$ cat config.mk
export PLATFORM = sky130hd
export DESIGN_NAME = nearest_palette_color_search_flat
export DESIGN_NICKNAME = d
export VERILOG_FILES = /design/src/design/npcs_pkg.sv /design/src/design/npcs_in_if.sv /design/src/design/npcs_out_if.sv /design/src/design/npcs_cfg_if.sv /design/src/design/npcs_ram.sv /design/src/design/npcs_dist.sv /design/src/design/npcs_seq.sv /design/src/design/nearest_palette_color_search.sv /design/src/flat_wrapper.sv
export SDC_FILE = /design/constraint.sdc
export NUM_CORES = 1
export LEC_CHECK = 0
export ABC_AREA = 1
export BUFFER_PORTS_ARGS = -buffer_cell sky130_fd_sc_hd__clkbuf_2
export CORE_ASPECT_RATIO = 0.6
export CORE_UTILIZATION = 50
export DETAILED_ROUTE_END_ITERATION = 12
export GPL_ROUTABILITY_DRIVEN = 0
export PLACE_DENSITY = 0.66
export REMOVE_ABC_BUFFERS = 1
export SETUP_SLACK_MARGIN = 0.1
export SYNTH_ARGS = -nofsm -noshare
export SYNTH_HDL_FRONTEND = slang
export SYNTH_HIERARCHICAL = 1
export SYNTH_SLANG_ARGS = --single-unit
$ cat constraint.sdc
create_clock -name clk_i -period 10.65 [get_ports clk_i]
set_input_delay 0.5325 -clock clk_i [delete_from_list [all_inputs] [get_ports clk_i]]
set_output_delay 0.5325 -clock clk_i [all_outputs]
set_load 0.03 [all_outputs]
$ cat src/design/npcs_pkg.sv
// shared types and constants for the nearest palette color search
// no dependencies
package npcs_pkg;

  // palette geometry
  localparam int unsigned PALETTE_DEPTH = 64;
  localparam int unsigned ADDR_W        = $clog2(PALETTE_DEPTH);
  localparam int unsigned CNT_LIM_W     = $clog2(PALETTE_DEPTH + 1);

  // fixed field widths
  localparam int unsigned COLOR_W  = 12;
  localparam int unsigned CFG_W    = 7;
  localparam int unsigned IDX_W    = 6;
  localparam int unsigned CHAN_W   = 8;
  localparam int unsigned NIB_W    = 4;
  localparam int unsigned DIST_W   = 15;

  // channel weights
  localparam logic [6:0] W_RED   = 7'd30;
  localparam logic [6:0] W_GREEN = 7'd59;
  localparam logic [6:0] W_BLUE  = 7'd11;

  // item function codes
  typedef enum logic {
    FUNC_LOAD  = 1'b0,
    FUNC_QUERY = 1'b1
  } func_e;

  // rgb444 color split into nibbles
  typedef struct packed {
    logic [NIB_W-1:0] red;
    logic [NIB_W-1:0] green;
    logic [NIB_W-1:0] blue;
  } color_t;

endpackage

$ cat src/design/npcs_in_if.sv
// input item channel of the nearest palette color search
// depends on npcs_pkg
interface npcs_in_if import npcs_pkg::*; ();
  logic                valid;
  logic                ready;
  logic                func;
  logic [IDX_W-1:0]    entry_index;
  logic [COLOR_W-1:0]  entry_color;
  logic [CHAN_W-1:0]   query_red;
  logic [CHAN_W-1:0]   query_green;
  logic [CHAN_W-1:0]   query_blue;

  modport source (output valid, func, entry_index, entry_color,
                  query_red, query_green, query_blue, input ready);
  modport sink   (input valid, func, entry_index, entry_color,
                  query_red, query_green, query_blue, output ready);
endinterface

$ cat src/design/npcs_out_if.sv
// result channel of the nearest palette color search
// depends on npcs_pkg
interface npcs_out_if import npcs_pkg::*; ();
  logic             valid;
  logic             ready;
  logic [IDX_W-1:0] best_index;

  modport source (output valid, best_index, input ready);
  modport sink   (input valid, best_index, output ready);
endinterface

$ cat src/design/npcs_cfg_if.sv
// configuration write channel of the nearest palette color search
// depends on npcs_pkg
interface npcs_cfg_if import npcs_pkg::*; ();
  logic             valid;
  logic             ready;
  logic [CFG_W-1:0] data;

  modport source (output valid, data, input ready);
  modport sink   (input valid, data, output ready);
endinterface

$ cat src/design/npcs_ram.sv
// generic single write port, single read port ram with registered read
// no dependencies
module npcs_ram #(
  parameter int unsigned WIDTH = 8,
  parameter int unsigned DEPTH = 16
) (
  input  logic                     clk_i,
  input  logic                     we_i,
  input  logic [$clog2(DEPTH)-1:0] waddr_i,
  input  logic [WIDTH-1:0]         wdata_i,
  input  logic [$clog2(DEPTH)-1:0] raddr_i,
  output logic [WIDTH-1:0]         rdata_o
);

  logic [WIDTH-1:0] mem_q [DEPTH];
  logic [WIDTH-1:0] rdata_q;

  // write port
  always_ff @(posedge clk_i) begin
    if (we_i) begin
      mem_q[waddr_i] <= wdata_i;
    end
  end

  // registered read port
  always_ff @(posedge clk_i) begin
    rdata_q <= mem_q[raddr_i];
  end

  assign rdata_o = rdata_q;

endmodule

$ cat src/design/npcs_dist.sv
// weighted squared rgb distance between a palette entry and the query
// depends on npcs_pkg
module npcs_dist import npcs_pkg::*; (
  input  color_t              entry_i,
  input  color_t              query_i,
  output logic [DIST_W-1:0]   dist_o
);

  logic [NIB_W-1:0]   dr, dg, db;
  logic [2*NIB_W-1:0] sq_r, sq_g, sq_b;

  // absolute channel differences
  always_comb begin
    dr = (entry_i.red   > query_i.red)   ? entry_i.red   - query_i.red
                                         : query_i.red   - entry_i.red;
    dg = (entry_i.green > query_i.green) ? entry_i.green - query_i.green
                                         : query_i.green - entry_i.green;
    db = (entry_i.blue  > query_i.blue)  ? entry_i.blue  - query_i.blue
                                         : query_i.blue  - entry_i.blue;
  end

  // squares
  assign sq_r = (2*NIB_W)'(dr) * (2*NIB_W)'(dr);
  assign sq_g = (2*NIB_W)'(dg) * (2*NIB_W)'(dg);
  assign sq_b = (2*NIB_W)'(db) * (2*NIB_W)'(db);

  // weighted sum, at most 100 * 225 so it fits the distance width
  assign dist_o = DIST_W'(sq_r) * DIST_W'(W_RED)
                + DIST_W'(sq_g) * DIST_W'(W_GREEN)
                + DIST_W'(sq_b) * DIST_W'(W_BLUE);

endmodule

$ cat src/design/npcs_seq.sv
// search sequencer: walks the palette, tracks the best entry, holds the result
// depends on npcs_pkg; drives the ram read address and consumes npcs_dist
module npcs_seq import npcs_pkg::*; (
  input  logic               clk_i,
  input  logic               rst_ni,
  input  logic               in_valid_i,
  output logic               in_ready_o,
  input  logic               in_func_i,
  input  color_t             in_query_i,
  input  logic [CFG_W-1:0]   color_count_i,
  output color_t             query_o,
  output logic [ADDR_W-1:0]  raddr_o,
  input  logic [DIST_W-1:0]  dist_i,
  output logic               out_valid_o,
  input  logic               out_ready_i,
  output logic [IDX_W-1:0]   best_index_o
);

  typedef enum logic [2:0] {
    ST_IDLE   = 3'b001,
    ST_SCAN   = 3'b010,
    ST_RESULT = 3'b100
  } state_e;

  state_e                state_q, state_d;
  color_t                query_q, query_d;
  logic [CNT_LIM_W-1:0]  limit_q, limit_d;
  logic [CNT_LIM_W-1:0]  issue_q, issue_d;
  logic                  rd_vld_q, rd_vld_d;
  logic [ADDR_W-1:0]     rd_idx_q, rd_idx_d;
  logic                  dist_vld_q, dist_vld_d;
  logic [ADDR_W-1:0]     dist_idx_q, dist_idx_d;
  logic [DIST_W-1:0]     dist_q, dist_d;
  logic [ADDR_W-1:0]     best_q, best_d;
  logic [DIST_W-1:0]     best_dist_q, best_dist_d;
  logic                  out_vld_q, out_vld_d;
  logic [IDX_W-1:0]      out_idx_q, out_idx_d;
  logic                  query_xfer;
  logic [CNT_LIM_W-1:0]  limit_new;

  assign in_ready_o = (state_q == ST_IDLE);
  assign query_xfer = in_valid_i && in_ready_o && (in_func_i == FUNC_QUERY);

  // saturate the entry count to the store depth
  assign limit_new = (32'(color_count_i) > PALETTE_DEPTH) ? CNT_LIM_W'(PALETTE_DEPTH)
                                                          : CNT_LIM_W'(color_count_i);

  // sequencer and compare
  always_comb begin
    state_d     = state_q;
    query_d     = query_q;
    limit_d     = limit_q;
    issue_d     = issue_q;
    rd_vld_d    = 1'b0;
    rd_idx_d    = rd_idx_q;
    dist_vld_d  = rd_vld_q;
    dist_idx_d  = rd_idx_q;
    dist_d      = dist_i;
    best_d      = best_q;
    best_dist_d = best_dist_q;
    out_vld_d   = out_vld_q && !out_ready_i;
    out_idx_d   = out_idx_q;

    case (state_q)
      ST_IDLE: begin
        if (query_xfer) begin
          query_d     = in_query_i;
          limit_d     = limit_new;
          issue_d     = '0;
          best_d      = '0;
          best_dist_d = '1;
          state_d     = (limit_new == '0) ? ST_RESULT : ST_SCAN;
        end
      end
      ST_SCAN: begin
        // issue one palette read per cycle
        if (issue_q < limit_q) begin
          rd_vld_d = 1'b1;
          rd_idx_d = issue_q[ADDR_W-1:0];
          issue_d  = issue_q + 1'b1;
        end
        // strict less keeps the lowest index on ties
        if (dist_vld_q && (dist_q < best_dist_q)) begin
          best_d      = dist_idx_q;
          best_dist_d = dist_q;
        end
        if ((issue_q == limit_q) && !rd_vld_q && !dist_vld_q) begin
          state_d = ST_RESULT;
        end
      end
      ST_RESULT: begin
        // load the output register once it is free
        if (!out_vld_q || out_ready_i) begin
          out_vld_d = 1'b1;
          out_idx_d = IDX_W'(best_q);
          state_d   = ST_IDLE;
        end
      end
      default: begin
        state_d = ST_IDLE;
      end
    endcase
  end

  // control state
  always_ff @(posedge clk_i or negedge rst_ni) begin
    if (!rst_ni) begin
      state_q    <= ST_IDLE;
      rd_vld_q   <= 1'b0;
      dist_vld_q <= 1'b0;
      out_vld_q  <= 1'b0;
      issue_q    <= '0;
      limit_q    <= '0;
    end else begin
      state_q    <= state_d;
      rd_vld_q   <= rd_vld_d;
      dist_vld_q <= dist_vld_d;
      out_vld_q  <= out_vld_d;
      issue_q    <= issue_d;
      limit_q    <= limit_d;
    end
  end

  // payload registers
  always_ff @(posedge clk_i) begin
    query_q     <= query_d;
    rd_idx_q    <= rd_idx_d;
    dist_idx_q  <= dist_idx_d;
    dist_q      <= dist_d;
    best_q      <= best_d;
    best_dist_q <= best_dist_d;
    out_idx_q   <= out_idx_d;
  end

  assign query_o      = query_q;
  assign raddr_o      = issue_q[ADDR_W-1:0];
  assign out_valid_o  = out_vld_q;
  assign best_index_o = out_idx_q;

endmodule

$ cat src/design/nearest_palette_color_search.sv
// A load item writes one palette entry and the block stays ready for the
// next item. A query item scans color_count entries (color_count saturated
// at the store depth) before its result is offered: the single read port of
// the palette ram walks one entry per cycle through a shared distance unit
// and a compare stage, then the pipeline drains and the output register is
// loaded once it is free. With an empty palette the query answers entry 0
// without a scan. The input is not ready while a query is searched; a result
// waiting on the output does not block loads or configuration. No clearing
// pass runs after reset.
// top level; depends on npcs_pkg, the channel interfaces, npcs_ram,
// npcs_dist and npcs_seq
module nearest_palette_color_search import npcs_pkg::*; (
  input  logic       clk_i,
  input  logic       rst_ni,
  npcs_cfg_if.sink   cfg_i,
  npcs_in_if.sink    item_i,
  npcs_out_if.source result_o
);

  logic [CFG_W-1:0]   color_count_q;
  logic               load_we;
  logic [COLOR_W-1:0] rdata;
  logic [ADDR_W-1:0]  raddr;
  logic [DIST_W-1:0]  entry_dist;
  color_t             query;
  color_t             in_query;

  // configuration register, always ready
  assign cfg_i.ready = 1'b1;

  always_ff @(posedge clk_i or negedge rst_ni) begin
    if (!rst_ni) begin
      color_count_q <= '0;
    end else if (cfg_i.valid) begin
      color_count_q <= cfg_i.data;
    end
  end

  // palette write on a load transfer inside the store
  assign load_we = item_i.valid && item_i.ready && (item_i.func == FUNC_LOAD)
                   && (32'(item_i.entry_index) < PALETTE_DEPTH);

  npcs_ram #(
    .WIDTH (COLOR_W),
    .DEPTH (PALETTE_DEPTH)
  ) u_ram (
    .clk_i   (clk_i),
    .we_i    (load_we),
    .waddr_i (ADDR_W'(item_i.entry_index)),
    .wdata_i (item_i.entry_color),
    .raddr_i (raddr),
    .rdata_o (rdata)
  );

  npcs_dist u_dist (
    .entry_i (color_t'(rdata)),
    .query_i (query),
    .dist_o  (entry_dist)
  );

  // keep only the top nibble of each query channel
  assign in_query = '{red:   item_i.query_red[CHAN_W-1 -: NIB_W],
                      green: item_i.query_green[CHAN_W-1 -: NIB_W],
                      blue:  item_i.query_blue[CHAN_W-1 -: NIB_W]};

  npcs_seq u_seq (
    .clk_i         (clk_i),
    .rst_ni        (rst_ni),
    .in_valid_i    (item_i.valid),
    .in_ready_o    (item_i.ready),
    .in_func_i     (item_i.func),
    .in_query_i    (in_query),
    .color_count_i (color_count_q),
    .query_o       (query),
    .raddr_o       (raddr),
    .dist_i        (entry_dist),
    .out_valid_o   (result_o.valid),
    .out_ready_i   (result_o.ready),
    .best_index_o  (result_o.best_index)
  );

endmodule

$ cat src/flat_wrapper.sv
// flat-port wrapper written by rule: the top's interface ports become plain ports
module nearest_palette_color_search_flat import npcs_pkg::*;
  (clk_i, rst_ni, cfg_i_valid, cfg_i_data, cfg_i_ready, item_i_valid, item_i_func, item_i_entry_index, item_i_entry_color, item_i_query_red, item_i_query_green, item_i_query_blue, item_i_ready, result_o_valid, result_o_best_index, result_o_ready);
  npcs_cfg_if cfg_i_i ();
  npcs_in_if item_i_i ();
  npcs_out_if result_o_i ();
  input  logic clk_i;
  input  logic rst_ni;
  input wire logic [$bits(cfg_i_i.valid)-1:0] cfg_i_valid;
  input wire logic [$bits(cfg_i_i.data)-1:0] cfg_i_data;
  output wire logic [$bits(cfg_i_i.ready)-1:0] cfg_i_ready;
  input wire logic [$bits(item_i_i.valid)-1:0] item_i_valid;
  input wire logic [$bits(item_i_i.func)-1:0] item_i_func;
  input wire logic [$bits(item_i_i.entry_index)-1:0] item_i_entry_index;
  input wire logic [$bits(item_i_i.entry_color)-1:0] item_i_entry_color;
  input wire logic [$bits(item_i_i.query_red)-1:0] item_i_query_red;
  input wire logic [$bits(item_i_i.query_green)-1:0] item_i_query_green;
  input wire logic [$bits(item_i_i.query_blue)-1:0] item_i_query_blue;
  output wire logic [$bits(item_i_i.ready)-1:0] item_i_ready;
  output wire logic [$bits(result_o_i.valid)-1:0] result_o_valid;
  output wire logic [$bits(result_o_i.best_index)-1:0] result_o_best_index;
  input wire logic [$bits(result_o_i.ready)-1:0] result_o_ready;
  assign cfg_i_i.valid = cfg_i_valid;
  assign cfg_i_i.data = cfg_i_data;
  assign cfg_i_ready = cfg_i_i.ready;
  assign item_i_i.valid = item_i_valid;
  assign item_i_i.func = item_i_func;
  assign item_i_i.entry_index = item_i_entry_index;
  assign item_i_i.entry_color = item_i_entry_color;
  assign item_i_i.query_red = item_i_query_red;
  assign item_i_i.query_green = item_i_query_green;
  assign item_i_i.query_blue = item_i_query_blue;
  assign item_i_ready = item_i_i.ready;
  assign result_o_valid = result_o_i.valid;
  assign result_o_best_index = result_o_i.best_index;
  assign result_o_i.ready = result_o_ready;
  nearest_palette_color_search u_core (.clk_i(clk_i), .rst_ni(rst_ni), .cfg_i(cfg_i_i), .item_i(item_i_i), .result_o(result_o_i));
endmodule
==> impl_metrics.py <==
metrics = {
    "yosys": {
        "synthXorXnorAreaFrac": 0.00835,
        "synthDistinctLibCells": 49,
        "yosysTopAreaCell": "edfxtp_1",
        "yosysSeqAreaShare": 0.644,
        "netlist_area_um2": 40000,
        "synthCells": 3609,
        "ys_async_sr_fraction": 0.0309,
        "synth_compound_area_frac": 0.0111,
        "synth_edf_count": 813,
        "syn_avg_cell_area_um2": 11.1,
        "synth_top_family_by_area": "simple AND/OR/NAND/NOR gates",
        "synth_top_area_share": 0.610,
        "yosys.area_share.simple": 0.218,
        "synth.area.top_cells": "edfxtp_1, nand2_1, nand3_1, ha_1, fa_1",
        "yosysMostFrequentCell": "nand2_1",
        "synth_mux_area_frac": 0,
        "yosysWarningCount": 6,
        "yosys.area_share.adder": 0.0659,
        "synth_flop_cell": "edfxtp_1",
        "ys_ff_latch": 873,
        "synth_commonest_cells": "nand2_1, edfxtp_1, nand3_1, inv_1, ha_1",
    },
    "global_routing": {
        "overflow": 0,
        "grtUsageTotal": 0.237,
        "grt_pass1_vias": 24400,
        "grt_pass1_wl_um": 147000,
        "grt_start_max_net_pins": 212,
        "grt_antenna_before_repair": 0,
    },
    "critical_path": {
        "slowest_stage": "fa_1",
        "cp.required_ns": 11.19,
        "criticalPathCategory": "reg2reg",
        "r2r_start": "u_core/u_ram/rdata_o[8]",
        "worstPathArrival_ns": 9.02,
        "slowest_delay_ns": 0.54,
        "r2r_cells": 43,
        "r2r-end": "u_core/u_seq/dist_q[14]",
        "crit_fanout": 5,
        "crit_path_frequent_cell": "inv_1",
        "rrSetupSlack_ns": 2.16,
        "start_kind": "register",
        "cp-end-kind": "register",
    },
    "sta": {
        "fmax_mhz": 118,
        "worst_pin_slew_ns": 1.34,
        "setup_viol": 0,
        "min_period_ns": 8.49,
        "fin_skew_ns": 0.0284,
        "rsz0062_at_grt": "false",
        "drv_slew": 0,
        "post-route-period-util": 0.797,
        "slew_headroom": 0.105,
        "final.setup.tns_ns": 0,
        "hold_violations": 0,
    },
    "clock_network": {
        "cts_root_buffer": "clkbuf_16",
        "numCtsBuffers": 79,
        "cts.clk_slew.worst_paths_ns": 0.07,
        "clk_latency_ns": 0.65,
        "clk_path_buf_depth": 3,
        "clock_sinks": 873,
        "htreeDepth": 3,
        "cts_tree": "yes",
    },
    "placement": {
        "io_buffers": 50,
        "hpwl_um": 55700,
    },
    "route": {
        "vias": 25800,
        "ant_nets": 0,
        "dr.pass1.iters": 5,
        "routedWlPerCell_um": 20.1,
        "totalWireLength_um": 95400,
        "drc": 0,
        "wl_met2_um": 38400,
        "wl_met1_um": 45300,
        "dr_wl_met3_um": 10300,
        "vias_per_cell": 5.43,
        "highest_layer": "met4",
        "drtIter0Drc": 2792,
    },
    "run": {
        "max-cap-violations": 0,
    },
    "status": {
        "outcome": "finished, final reports clean",
    },
    "hold_path": {
        "worstHoldEndpoint": "u_core/u_seq/query_o[2]",
        "worstHoldPathType": "in2reg",
        "hp-start": "item_i_query_blue[6]",
        "whs_path_depth": 1,
    },
    "floorplan": {
        "die-area_um2": 81200,
        "core-area_um2": 78400,
        "placement_rows": 79,
        "die_h_um": 221,
        "ios": 64,
        "start_util": 0.510,
        "die-width_um": 367,
    },
    "finish": {
        "area_growth_pct": 9.03,
        "drive_above_1_share": 0.0839,
        "fin_nets": 3865,
    },
}
-- routing by layer --
layer	vias to the layer above	global-route usage
met3	99	0.0696
met2	1029	0.322
li1	12300	-
met1	12300	0.373
met5	-	0
met4	0	0.0501
-- worst max-delay path: cells and delay by family, from the launching register on --
kind / cells / cell delay (ns)
buffers and inverters: 10 / 0.73
AO/OA/AOI/OAI: 4 / 0.88
XOR/XNOR: 3 / 0.44
flip-flops: 1 / 0.32
adder cells (fa/ha/maj): 12 / 4.42
AND/OR/NAND/NOR: 14 / 1.58
-- flip-flops by register name, indices dropped and copies added (netlist names), 7 cells and up --
signal                    cells
u_core/u_seq/issue_q          7
u_core/u_seq/limit_q          7
u_core/u_ram/rdata_o         12
u_core/u_seq/query_o         12
u_core/u_seq/dist_q          15
u_core/u_ram/mem_q          768
u_core/color_count_q          7
u_core/u_seq/best_dist_q     15
-- placed cells by master, fill, tap and decap left out, types with 3 or more instances in the layout --
| master | count |
|---|---|
| bufinv_16 | 7 |
| nand3b_1 | 3 |
| buf_4 | 74 |
| edfxtp_1 | 813 |
| clkinv_4 | 3 |
| or2_2 | 4 |
| inv_2 | 9 |
| conb_1 | 4 |
| xnor2_1 | 15 |
| dfrtp_1 | 22 |
| xor2_1 | 20 |
| nand2_1 | 1146 |
| clkbuf_8 | 3 |
| nand3_1 | 691 |
| ha_1 | 118 |
| nand3_2 | 6 |
| clkbuf_16 | 82 |
| inv_1 | 226 |
| fa_1 | 58 |
| clkinv_1 | 5 |
| nand2_2 | 7 |
| o21ai_0 | 13 |
| or2_1 | 12 |
| dfrtp_4 | 3 |
| nor3_1 | 6 |
| a21oi_1 | 39 |
| clkinvlp_4 | 3 |
| dfxtp_1 | 33 |
| clkbuf_2 | 50 |
| clkinv_2 | 22 |
| nor2_1 | 115 |
| nand4_1 | 15 |
| clkbuf_1 | 17 |
| nor4_2 | 8 |
| nor2_2 | 4 |
| o21ai_2 | 7 |
-- metrics by stage --
stage	utilization	instances	hold slack [ns]	worst slack, ns	instance area [µm²]
after floorplan	-	3427	0.237	0.111	38800
after detailed placement	0.523	4605	0.330	2.25	41000
after CTS	0.556	4750	0.0131	2.19	43600
after global routing	0.556	4750	0.0379	1.52	43600
final	0.556	4751	0.0572	2.16	43600
after global placement	0.523	4605	0.325	2.33	41000
-- logic make-up after synthesis --
kind of cell / Yosys count
xor gates and xnor gates: 36
other: 2
adders and majority gates: 176
and+or+nand+nor: 2026
AOI/OAI and AO/OA: 73
DFF: 873
buffers and inverters: 423
-- how the worst max path moves through the flow --
stage,startpoint,end,slack [ns],cells after the start
6_report,u_core/u_ram/rdata_o[8],u_core/u_seq/dist_q[14],2.16,43
5_1_grt,u_core/u_ram/rdata_o[8],u_core/u_seq/dist_q[13],1.52,43
4_1_cts,u_core/u_ram/rdata_o[8],u_core/u_seq/dist_q[13],2.19,43
3_5_place_dp,u_core/u_seq/query_o[8],u_core/u_seq/dist_q[13],2.25,42
3_3_place_gp,u_core/u_ram/rdata_o[8],u_core/u_seq/dist_q[13],2.33,43
2_1_floorplan,u_core/u_seq/issue_q[0],u_core/u_ram/rdata_o[11],0.11,9
-- area by class of cell --
type                    count  area, µm²
diodes                      1       2.50
clock buffers             103       2160
clock inverters            41        420
fillers                  6594      34800
inverters                 239        916
multi-input cells        2315      12200
flip-flops and latches    873      25800
well taps                1053       1320
repair buffers            126        836
-- what timing repair did --
item	in CTS	in global routing
gates resized for setup	0	0
setup buffers	0	0
endpoints found under the setup margin	0	0
hold buffers	1	0
hold endpoints to repair	26	0
Power is left out: the tool's default activity adds up to more than one toggle a clock period on the data nets, which glitch-free logic cannot reach.
